[src/rtl/epra_pkg.sv]
package epra_pkg;

  localparam int unsigned TicksW = 32;
  localparam int unsigned LimitW = 20;
  localparam int unsigned BatchW = 8;
  localparam int unsigned CmW    = 8;
  localparam int unsigned CfgIdxW  = 2;
  localparam int unsigned CfgDataW = 20;

  localparam logic [LimitW-1:0] MinTicksRst = 20'd4640;
  localparam logic [LimitW-1:0] MaxTicksRst = 20'd932960;
  localparam logic [BatchW-1:0] BatchRst    = 8'd100;

  // cm = floor((t*343 + 800000) / 1600000), t < 2^20.
  // Done as (t*ceil(343*2^41/1600000) + 2^40) >> 41; overshoot stays under
  // one step of the exact fraction over the whole 20-bit range.
  localparam int unsigned   CmShift = 41;
  localparam int unsigned   ProdW   = 49;
  localparam logic [28:0]   CmRecip = 29'd471415611;
  localparam logic [ProdW-1:0] CmBias = ProdW'(1) << (CmShift - 1);

  typedef enum logic [1:0] {
    ST_IN_RANGE = 2'd0,
    ST_TOO_NEAR = 2'd1,
    ST_TOO_FAR  = 2'd2
  } status_t;

  typedef enum logic [CfgIdxW-1:0] {
    REG_MIN_TICKS = 2'd0,
    REG_MAX_TICKS = 2'd1,
    REG_BATCH     = 2'd2
  } cfg_reg_t;

  typedef struct packed {
    logic [LimitW-1:0] min_echo_ticks;
    logic [LimitW-1:0] max_echo_ticks;
    logic [BatchW-1:0] samples_per_batch;
  } cfg_t;

  typedef struct packed {
    status_t        sample_status;
    logic [CmW-1:0] sample_cm;
    logic           batch_done;
    logic [CmW-1:0] average_cm;
  } res_t;

  function automatic logic [CmW-1:0] ticks_to_cm(input logic [LimitW-1:0] t);
    logic [ProdW-1:0] p;
    p = ProdW'(t) * ProdW'(CmRecip) + CmBias;
    return p[CmShift +: CmW];
  endfunction

endpackage

[src/rtl/epra_in_if.sv]
interface epra_in_if;
  logic        valid;
  logic        ready;
  logic [31:0] echo_start_ticks;
  logic [31:0] echo_end_ticks;

  modport source (output valid, output echo_start_ticks, output echo_end_ticks,
                  input ready);
  modport sink   (input valid, input echo_start_ticks, input echo_end_ticks,
                  output ready);
endinterface

[src/rtl/epra_out_if.sv]
interface epra_out_if;
  logic       valid;
  logic       ready;
  logic [1:0] sample_status;
  logic [7:0] sample_cm;
  logic       batch_done;
  logic [7:0] average_cm;

  modport source (output valid, output sample_status, output sample_cm,
                  output batch_done, output average_cm, input ready);
  modport sink   (input valid, input sample_status, input sample_cm,
                  input batch_done, input average_cm, output ready);
endinterface

[src/rtl/echo_pulse_ranging_averager.sv]
// Echo pulse ranging averager.
// in_ch  : valid/ready channel, one transaction per echo: rising- and
//          falling-edge captures of an 80 MHz free-running timer.
// out_ch : valid/ready channel, exactly one transaction per input: status
//          (in range / too near / too far), distance in cm, batch flag and
//          the running halving average (final when batch_done is set).
// cfg_*  : write-only register port (min ticks, max ticks, batch size);
//          write only while no transaction is in flight.
// Pipeline: input register, then result register. Throughput: one
//          transaction per cycle while the receiver takes each result;
//          the input register and the result register each advance as soon
//          as the stage ahead is free or being emptied.
// Per sample: one 20x29 constant multiply for the cm conversion plus a
//          couple of 32-bit compares, all in the cycle between the two
//          registers.
// Reset (rst_n low, synchronous): both stages empty, average and sample
//          counter cleared, registers back to their defaults.
// Receiver stall: the result holds on out_ch; one more transaction is taken
//          into the input register, then in_ch.ready drops.
module echo_pulse_ranging_averager (
  input  logic                          clk,
  input  logic                          rst_n,
  epra_in_if.sink                       in_ch,
  epra_out_if.source                    out_ch,
  input  logic                          cfg_wr_en,
  input  logic [epra_pkg::CfgIdxW-1:0]  cfg_index,
  input  logic [epra_pkg::CfgDataW-1:0] cfg_data
);

  epra_pkg::cfg_t cfg;
  epra_pkg::res_t res;

  // input register
  logic                        s1_valid_r;
  logic [epra_pkg::TicksW-1:0] s1_start_r, s1_end_r;
  // result register
  logic                        out_valid_r;
  epra_pkg::res_t              out_r;

  logic out_free, s1_move, in_take;

  assign out_free = !out_valid_r || out_ch.ready;
  assign s1_move  = s1_valid_r && out_free;
  assign in_take  = in_ch.valid && in_ch.ready;

  assign in_ch.ready = !s1_valid_r || out_free;

  epra_cfg u_cfg (
    .clk     (clk),
    .rst_n   (rst_n),
    .wr_en   (cfg_wr_en),
    .wr_idx  (cfg_index),
    .wr_data (cfg_data),
    .cfg     (cfg)
  );

  // state (average, counter) commits when the sample enters the result reg
  epra_core u_core (
    .clk         (clk),
    .rst_n       (rst_n),
    .cfg         (cfg),
    .start_ticks (s1_start_r),
    .end_ticks   (s1_end_r),
    .commit      (s1_move),
    .res         (res)
  );

  always_ff @(posedge clk) begin
    if (!rst_n) begin
      s1_valid_r <= 1'b0;
    end else if (in_take) begin
      s1_valid_r <= 1'b1;
    end else if (s1_move) begin
      s1_valid_r <= 1'b0;
    end
  end

  always_ff @(posedge clk) begin
    if (in_take) begin
      s1_start_r <= in_ch.echo_start_ticks;
      s1_end_r   <= in_ch.echo_end_ticks;
    end
  end

  always_ff @(posedge clk) begin
    if (!rst_n) begin
      out_valid_r <= 1'b0;
    end else if (out_free) begin
      out_valid_r <= s1_valid_r;
    end
  end

  always_ff @(posedge clk) begin
    if (s1_move) begin
      out_r <= res;
    end
  end

  assign out_ch.valid         = out_valid_r;
  assign out_ch.sample_status = out_r.sample_status;
  assign out_ch.sample_cm     = out_r.sample_cm;
  assign out_ch.batch_done    = out_r.batch_done;
  assign out_ch.average_cm    = out_r.average_cm;

  // full pipe with a stalled receiver must push back on the sender
  a_backpressure: assert property (@(posedge clk) disable iff (!rst_n)
    (s1_valid_r && out_valid_r && !out_ch.ready) |-> !in_ch.ready)
    else $error("input accepted while both stages are blocked");

  // distance only reported for in-range samples
  a_cm_zero: assert property (@(posedge clk) disable iff (!rst_n)
    (out_valid_r && out_r.sample_status != epra_pkg::ST_IN_RANGE)
      |-> (out_r.sample_cm == '0))
    else $error("nonzero distance on out-of-range sample");

  // an accepted sample is in the input register on the next edge
  // unless the input register is full and the result register is held
  a_advance: assert property (@(posedge clk) disable iff (!rst_n)
    (in_take && !(s1_valid_r && !out_free)) |=> s1_valid_r)
    else $error("input register lost a transaction");

  // reset empties the result stage
  a_reset: assert property (@(posedge clk)
    !rst_n |=> !out_ch.valid)
    else $error("result valid straight after reset");

endmodule

[src/rtl/epra_cfg.sv]
module epra_cfg (
  input  logic                          clk,
  input  logic                          rst_n,
  input  logic                          wr_en,
  input  logic [epra_pkg::CfgIdxW-1:0]  wr_idx,
  input  logic [epra_pkg::CfgDataW-1:0] wr_data,
  output epra_pkg::cfg_t                cfg
);

  epra_pkg::cfg_t cfg_r;

  always_ff @(posedge clk) begin
    if (!rst_n) begin
      cfg_r.min_echo_ticks    <= epra_pkg::MinTicksRst;
      cfg_r.max_echo_ticks    <= epra_pkg::MaxTicksRst;
      cfg_r.samples_per_batch <= epra_pkg::BatchRst;
    end else if (wr_en) begin
      unique case (wr_idx)
        epra_pkg::REG_MIN_TICKS: cfg_r.min_echo_ticks <= wr_data;
        epra_pkg::REG_MAX_TICKS: cfg_r.max_echo_ticks <= wr_data;
        epra_pkg::REG_BATCH:
          cfg_r.samples_per_batch <= wr_data[epra_pkg::BatchW-1:0];
        default: ; // unmapped index: dropped
      endcase
    end
  end

  assign cfg = cfg_r;

endmodule

[src/rtl/epra_core.sv]
module epra_core (
  input  logic                         clk,
  input  logic                         rst_n,
  input  epra_pkg::cfg_t               cfg,
  input  logic [epra_pkg::TicksW-1:0]  start_ticks,
  input  logic [epra_pkg::TicksW-1:0]  end_ticks,
  input  logic                         commit,
  output epra_pkg::res_t               res
);

  logic [epra_pkg::CmW-1:0]    avg_r, avg_nxt, avg_upd;
  logic [epra_pkg::BatchW-1:0] cnt_r, cnt_nxt;
  logic [epra_pkg::TicksW-1:0] ticks;
  logic                        too_near, too_far;
  logic [epra_pkg::CmW-1:0]    cm;
  logic [epra_pkg::CmW:0]      avg_sum;
  logic [epra_pkg::BatchW:0]   count;
  logic                        done;
  epra_pkg::status_t           status;

  always_comb begin
    ticks    = end_ticks - start_ticks;
    too_near = ticks < epra_pkg::TicksW'(cfg.min_echo_ticks);
    too_far  = ticks > epra_pkg::TicksW'(cfg.max_echo_ticks);

    // too-near wins when the limits cross
    priority if (too_near) begin
      status = epra_pkg::ST_TOO_NEAR;
    end else if (too_far) begin
      status = epra_pkg::ST_TOO_FAR;
    end else begin
      status = epra_pkg::ST_IN_RANGE;
    end

    // in range implies ticks fits the 20-bit limit
    cm = (status == epra_pkg::ST_IN_RANGE)
         ? epra_pkg::ticks_to_cm(ticks[epra_pkg::LimitW-1:0]) : '0;

    avg_sum = {1'b0, avg_r} + {1'b0, cm};
    avg_upd = (cm != '0) ? avg_sum[epra_pkg::CmW:1] : avg_r;

    count = {1'b0, cnt_r} + 1'b1;
    done  = count >= {1'b0, cfg.samples_per_batch};

    if (done) begin
      avg_nxt = '0;
      cnt_nxt = '0;
    end else begin
      avg_nxt = avg_upd;
      cnt_nxt = count[epra_pkg::BatchW-1:0];
    end

    res.sample_status = status;
    res.sample_cm     = cm;
    res.batch_done    = done;
    res.average_cm    = avg_upd;
  end

  always_ff @(posedge clk) begin
    if (!rst_n) begin
      avg_r <= '0;
      cnt_r <= '0;
    end else if (commit) begin
      avg_r <= avg_nxt;
      cnt_r <= cnt_nxt;
    end
  end

endmodule
[src/flat_wrapper.sv]
// flat-port wrapper written by rule: the top's interface ports become plain ports
module echo_pulse_ranging_averager_flat 
  (clk, rst_n, cfg_wr_en, cfg_index, cfg_data, in_ch_valid, in_ch_echo_start_ticks, in_ch_echo_end_ticks, in_ch_ready, out_ch_valid, out_ch_sample_status, out_ch_sample_cm, out_ch_batch_done, out_ch_average_cm, out_ch_ready);
  epra_in_if in_ch_i ();
  epra_out_if out_ch_i ();
  input  logic clk;
  input  logic rst_n;
  input  logic cfg_wr_en;
  input  logic [epra_pkg::CfgIdxW-1:0] cfg_index;
  input  logic [epra_pkg::CfgDataW-1:0] cfg_data;
  input wire logic [$bits(in_ch_i.valid)-1:0] in_ch_valid;
  input wire logic [$bits(in_ch_i.echo_start_ticks)-1:0] in_ch_echo_start_ticks;
  input wire logic [$bits(in_ch_i.echo_end_ticks)-1:0] in_ch_echo_end_ticks;
  output wire logic [$bits(in_ch_i.ready)-1:0] in_ch_ready;
  output wire logic [$bits(out_ch_i.valid)-1:0] out_ch_valid;
  output wire logic [$bits(out_ch_i.sample_status)-1:0] out_ch_sample_status;
  output wire logic [$bits(out_ch_i.sample_cm)-1:0] out_ch_sample_cm;
  output wire logic [$bits(out_ch_i.batch_done)-1:0] out_ch_batch_done;
  output wire logic [$bits(out_ch_i.average_cm)-1:0] out_ch_average_cm;
  input wire logic [$bits(out_ch_i.ready)-1:0] out_ch_ready;
  assign in_ch_i.valid = in_ch_valid;
  assign in_ch_i.echo_start_ticks = in_ch_echo_start_ticks;
  assign in_ch_i.echo_end_ticks = in_ch_echo_end_ticks;
  assign in_ch_ready = in_ch_i.ready;
  assign out_ch_valid = out_ch_i.valid;
  assign out_ch_sample_status = out_ch_i.sample_status;
  assign out_ch_sample_cm = out_ch_i.sample_cm;
  assign out_ch_batch_done = out_ch_i.batch_done;
  assign out_ch_average_cm = out_ch_i.average_cm;
  assign out_ch_i.ready = out_ch_ready;
  echo_pulse_ranging_averager u_core (.clk(clk), .rst_n(rst_n), .in_ch(in_ch_i), .out_ch(out_ch_i), .cfg_wr_en(cfg_wr_en), .cfg_index(cfg_index), .cfg_data(cfg_data));
endmodule
[config.mk]
export PLATFORM = sky130hd
export DESIGN_NAME = echo_pulse_ranging_averager_flat
export DESIGN_NICKNAME = d
export VERILOG_FILES = /design/src/rtl/epra_pkg.sv /design/src/rtl/epra_in_if.sv /design/src/rtl/epra_out_if.sv /design/src/rtl/echo_pulse_ranging_averager.sv /design/src/rtl/epra_cfg.sv /design/src/rtl/epra_core.sv /design/src/flat_wrapper.sv
export SDC_FILE = /design/constraint.sdc
export NUM_CORES = 1
export LEC_CHECK = 0
export BUFFER_PORTS_ARGS = -buffer_cell sky130_fd_sc_hd__buf_4
export CORE_MARGIN = 2
export CORE_UTILIZATION = 50
export DETAILED_ROUTE_END_ITERATION = 6
export GPL_TIMING_DRIVEN = 0
export PLACE_DENSITY_LB_ADDON = 0.3
export SLEW_MARGIN = 20
export SYNTH_ARGS = -nofsm -noshare
export SYNTH_HDL_FRONTEND = slang
export SYNTH_SLANG_ARGS = --single-unit
[constraint.sdc]
create_clock -name clk -period 10.2 [get_ports clk]
set_input_delay 1.53 -clock clk [delete_from_list [all_inputs] [get_ports clk]]
set_output_delay 1.53 -clock clk [all_outputs]
set_load 0.02 [all_outputs]
# Yosys cells after proc, flatten, opt, wreduce, memory -nomap -nowiden
# Index checks and enable logic that the tools add are counted.
[word_totals] ff_bits=149 inputBits=91 output_inout_bits=21 elab_cells=44
[op_classes] n_addsub=4 multipliers=1 n_lt_le_gt_ge=3 n_eq_ne=2 mux=8 reduce_logical=13
[op_table] op="49-bit by 41-bit adder with 49-bit output, second input constant" count=1
[op_table] op="20-bit by 29-bit multiplier with 49-bit output, second input constant" count=1
[op_table] op="32-bit by 20-bit > comparator with 1-bit output" count=1
[op_table] op="32-bit by 20-bit < comparator with 1-bit output" count=1
[op_table] op="8-bit 2-to-1 mux" count=4
[op_table] op="32-bit subtractor" count=1
[op_table] op="8-bit by 1-bit adder with 9-bit output, second input constant" count=1
[op_table] op="8-bit by 8-bit adder with 9-bit output" count=1
[op_table] op="9-bit by 8-bit >= comparator with 1-bit output" count=1
[op_table] op="8-bit nonzero test" count=1
[op_table] op="2-bit AND reduction" count=3
[op_table] op="2-bit zero test" count=2
[op_table] op="2-bit 2-to-1 mux" count=2
[op_table] op="2-bit by 1-bit equality test with 1-bit output, second input constant" count=1
[op_table] op="2-bit equality test, second input constant" count=1
[op_table] op="1-bit logical AND" count=2
[op_table] op="1-bit zero test" count=2
[op_table] op="1-bit logical OR" count=2
[op_table] op="1-bit 2-to-1 mux" count=2
[op_table] op="2-bit nonzero test" count=1

# Longest topological paths before layout
[logic_depth] depth_word=9 depth_mapped=43

# By module
# A second synthesis with hierarchy kept.
[hier_totals] cells_unflattened=1903 area_unflattened_um2=18540.3
[by_module_without_submodules] module="epra_core" instances=1 cells_each=1624 area_per_inst_um2=14014.7 seq_area_each_um2=320.3
[by_module_without_submodules] module="echo_pulse_ranging_averager" instances=1 cells_each=92 area_per_inst_um2=2596.2 seq_area_each_um2=2532.4
[by_module_without_submodules] module="epra_cfg" instances=1 cells_each=187 area_per_inst_um2=1929.4 seq_area_each_um2=960.9

# Least setup slack after synthesis
# No wires, ideal clock.
[synth_path] kind="register to register" startpoint="register u_core.s1_end_r[0] (netlist name)" endpoint="register u_core.out_r, in the netlist u_core.out_ch.average_cm[7] (data pin)" arrival_ps=9370 t_required_ps=9940 setup_slack_ps=570 stages_incl_launch_ff=41 synth_period_minus_slack_ps=9630 path_cell_list="edfxtp_1 inv_1 ha_1 inv_1 fa_1 a21o_1 a221oi_1 o221a_2 o21bai_1 xor2_1 inv_1 fa_1 inv_1 fa_1 inv_1 fa_1 inv_1 fa_1 (+5 left out) ha_1 a21oi_1 o22ai_1 a21boi_0 nand4_1 a211oi_1 xnor2_1 nor2b_1 ha_1 nor2b_1 o21ai_0 nand2b_1 a21oi_1 nor2b_1 o21ai_0 nand2b_1 a21o_1 mux2_2"
[synth_rtl] element="from (decl)" line_no="echo_pulse_ranging_averager.sv:35" rtl="logic [epra_pkg::TicksW-1:0] s1_start_r, s1_end_r;"
[synth_rtl] element="from (signal assigned)" line_no="echo_pulse_ranging_averager.sv:81" rtl="s1_end_r <= in_ch.echo_end_ticks;"
[synth_rtl] element="to (signal assigned)" line_no="echo_pulse_ranging_averager.sv:95" rtl="out_r <= res;"
[synth_rtl] element="to (decl)" line_no="echo_pulse_ranging_averager.sv:38" rtl="epra_pkg::res_t out_r;"

==> key figures <==
Status
  • Status: finished clean

Timing
  • Max-slew violations: 0
  • Worst slew margin: 0.2823
  • Fmax: 101.5 MHz
  • Final setup violation count: 0
  • Fin Hold WS: about 460 ps
  • Fin Setup TNS: 0 ps
  • Clock skew: roughly 22 ps
  • Tcrit/Tclk final: 0.9658
  • Period minus WS final: 9851 ps
  • Worst Tran Pin Value: about 1100 ps
  • Final Hold Viols: 0

Die
  • Placeable Area: around 0.036 mm^2
  • I/O pin cnt: 112
  • Number of core rows: 69
  • Initial Util: 0.5097
  • Die area: around 0.038 mm^2
  • Chip height: 194.9 um
  • Die width: between 150 and 200 um

Clock network
  • Num CTS Buffers: 17
  • CTS root buf: clkbuf_16
  • H-tree levels: 4
  • CTS Sinks: ~150
  • CTS tree: yes
  • Worst skew pair latency: ~440 ps
  • Clock buffer depth: 2
  • Clock transition at the registers of the reported paths: approximately 60 ps

Route
  • DR iter-0 viols: around 850
  • Final wirelength: ~47000 um
  • Pre-antenna DRT Iters: 5
  • # DRC: 0
  • Via-per-instance ratio: 5.546
  • Vias: between 10000 and 15000
  • DR WL/cell: about 19 um
  • Post-route ant nets: 0

Critical path
  • Critical path buffer and inverter count: 7
  • Crit path capture type: register
  • Crit path required time: between 10000 and 15000 ps
  • Nature of the critical path startpoint: register
  • Stages on the worst setup path: between 40 and 50
  • Critical path type: register to register
  • CP most frequent cell: fa_1
  • Worst-path fanout max: 5
  • Slowest-stage cell, CP: fa_1
  • CP arrival: 10040 ps
  • Worst r2r path cells: just over 40
  • CP delay by family, top: adder cells
  • Critical Path Max Stage Delay: between 500 and 600 ps

Yosys
  • Seq cells post-synth: 149
  • Net Count, Synth: 2509
  • EDFF count, synth: 83
  • Synth Instances: ~1900
  • Ys async rst share: 0
  • Compound-Gate Fraction of Synth Area: 0.1326
  • Leading area contributor after synthesis: ha_1
  • Netlist cell types: between 80 and 90
  • Post-synthesis adder-cell area fraction: 0.4329
  • Synth Area per Inst: ~9.6 um^2
  • Mux contribution to synthesized area: 0.008173
  • Largest family of logic cells by synthesized area: adder cells
  • Simple-gate share of the synthesized area: 0.1053
  • Post-Synth XOR/XNOR Area: 0.02067
  • Synth Flop Type: edfxtp_1
  • Top cell type's share of synthesized area: 0.2198
  • Synth top area cells: ha_1 22%, fa_1 21%, edfxtp_1 14%
  • Synth warnings: 0
  • Sequential cell area fraction in the yosys report: 0.2093
  • Mapped Area: roughly 0.018 mm^2

GRT
  • Total grt overflow: 0
  • Initial antenna violation count: 1
  • Tot GR Track Use: 0.2525
  • Vias in the first global route: approximately 14000
  • Global-route wire length before repair: 75450 um
  • Largest net degree at the start of global routing: 48

Finish
  • Share of cells above drive strength 1: 0.1338
  • N_diodes: 0
  • # fillers: between 3000 and 4000
  • Final-stage net count: 2662
  • Non-Filler Instances: approximately 2500
  • Multi-input gate area: ~0.013 mm^2
  • Area Growth Syn to Fin: 14.33%
  • Register area: roughly 0.0038 mm^2

Hold path
  • Min-delay worst type: register to register
  • Hold Path Depth: 2

Flow run
  • Max_cap viols: 0

Place
  • Dpl cells: 2478
  • Number of port buffers: between 100 and 150
  • Hpwl dp: 39410 um
  • GP Congestion: roughly 0.93
[sequential cells by signal, indices dropped and copies added (netlist names)]
register	count
u_core.s1_start_r	32
u_core.u_core.avg_r	8
u_core.out_ch.sample_status	2
u_core.s1_valid_r	1
u_core.u_cfg.cfg	48
u_core.out_ch.batch_done	1
u_core.s1_end_r	32
u_core.u_core.cnt_r	8
u_core.out_ch.average_cm	8
u_core.out_ch.sample_cm	8
u_core.out_ch.valid	1
[worst register-to-register path, delay by kind of cell, from the launching register on]
family / cells / cell delay, ps
adders and majority gates: 11 / 4570
AOI/OAI and AO/OA: 11 / 2110
and+or+nand+nor: 9 / 1410
buffers and inverters: 7 / 590
DFF: 1 / 360
xor gates and xnor gates: 2 / 320
muxes: 1 / 280
[per-stage QoR]
stage          instance area (um^2)  setup WS, ps  utilization
2_1_floorplan                 18220         570.2            -
3_3_place_gp                  19620        -874.6       0.5490
3_5_place_dp                  19710        -965.1       0.5515
4_1_cts                       20410         11.78       0.5710
5_1_grt                       20830        -8.160       0.5828
6_report                      20830         349.1       0.5828
[routing by layer]
layer  track usage  vias to the layer above  routed length [um]
met4        0.1035                        0                1756
met1        0.3270                     6825               20880
met5             0                        -                   0
met3       0.03956                       96                2109
met2        0.4229                      352               22180
li1              -                     6763                   -
[path summary, 6_finish.rpt]
path | start | slack [ps] | endpoint
min reg2reg | u_core.u_cfg.cfg[38] | 460 | u_core.u_cfg.cfg[38]
min | u_core.u_cfg.cfg[38] | 460 | u_core.u_cfg.cfg[38]
max | u_core.s1_end_r[0] | 350 | u_core.out_ch.average_cm[5]
max reg2reg | u_core.s1_end_r[0] | 350 | u_core.out_ch.average_cm[5]
[what timing repair did]
action	in CTS	in global routing
hold buffers	0	0
gates resized for setup	24	57
endpoints found under the setup margin	16	16
pin swaps	5	24
gates cloned	0	0
setup buffers	6	15
[cells in the final DEF, fill, tap and decap left out, types with 14 or more instances in the layout]
cell | netlist | layout
clkbuf_16 | 0 | 17
o21ai_0 | 59 | 56
nor2_1 | 59 | 58
inv_1 | 397 | 393
nand2b_1 | 16 | 16
nor3_1 | 23 | 21
ha_1 | 320 | 309
nand4_1 | 24 | 24
clkbuf_1 | 26 | 29
edfxtp_1 | 83 | 83
xnor2_1 | 22 | 15
o211ai_1 | 34 | 34
a21oi_1 | 114 | 108
buf_4 | 0 | 131
dfxtp_1 | 66 | 66
nand3_1 | 27 | 26
nand2_1 | 139 | 138
a21o_1 | 36 | 36
fa_1 | 194 | 183
and3_1 | 14 | 14
[kinds of logic after synthesis]
family                   after synthesis
AND/OR/NAND/NOR                      382
AO/OA/AOI/OAI                        366
flip-flops                           149
XOR/XNOR                              43
multiplexers                          14
adder cells (fa/ha/maj)              514
buffers and inverters                436
[layout make-up]
type / count / share of cell area
clock inverters: 12 / 0.004025
plain buffers: 38 / 0.007809
well taps: 461 / 0.02769
inverters: 398 / 0.07172
multi-input cells: 1319 / 0.6354
repair buffers: 134 / 0.04925
flip-flops and latches: 149 / 0.1831
clock buffers: 20 / 0.02096
[synthesized netlist by cell type (10+ instances only)]
library cell  count
xnor2_1          22
ha_1            320
nor3_1           23
dfxtp_1          66
o21ai_0          59
and3_1           14
nand2_1         139
o211ai_1         34
a21o_1           36
o21a_1           11
fa_1            194
xor2_1           21
a211oi_1         14
edfxtp_1         83
nor2_1           59
nand3_1          27
nand4_1          24
nand2b_1         16
buf_2            10
clkbuf_1         26
inv_1           397
nor2b_1          13
a21oi_1         114
Power is not shown: default switching activity piles up to over one toggle a cycle in this logic, so the estimate is an artifact.
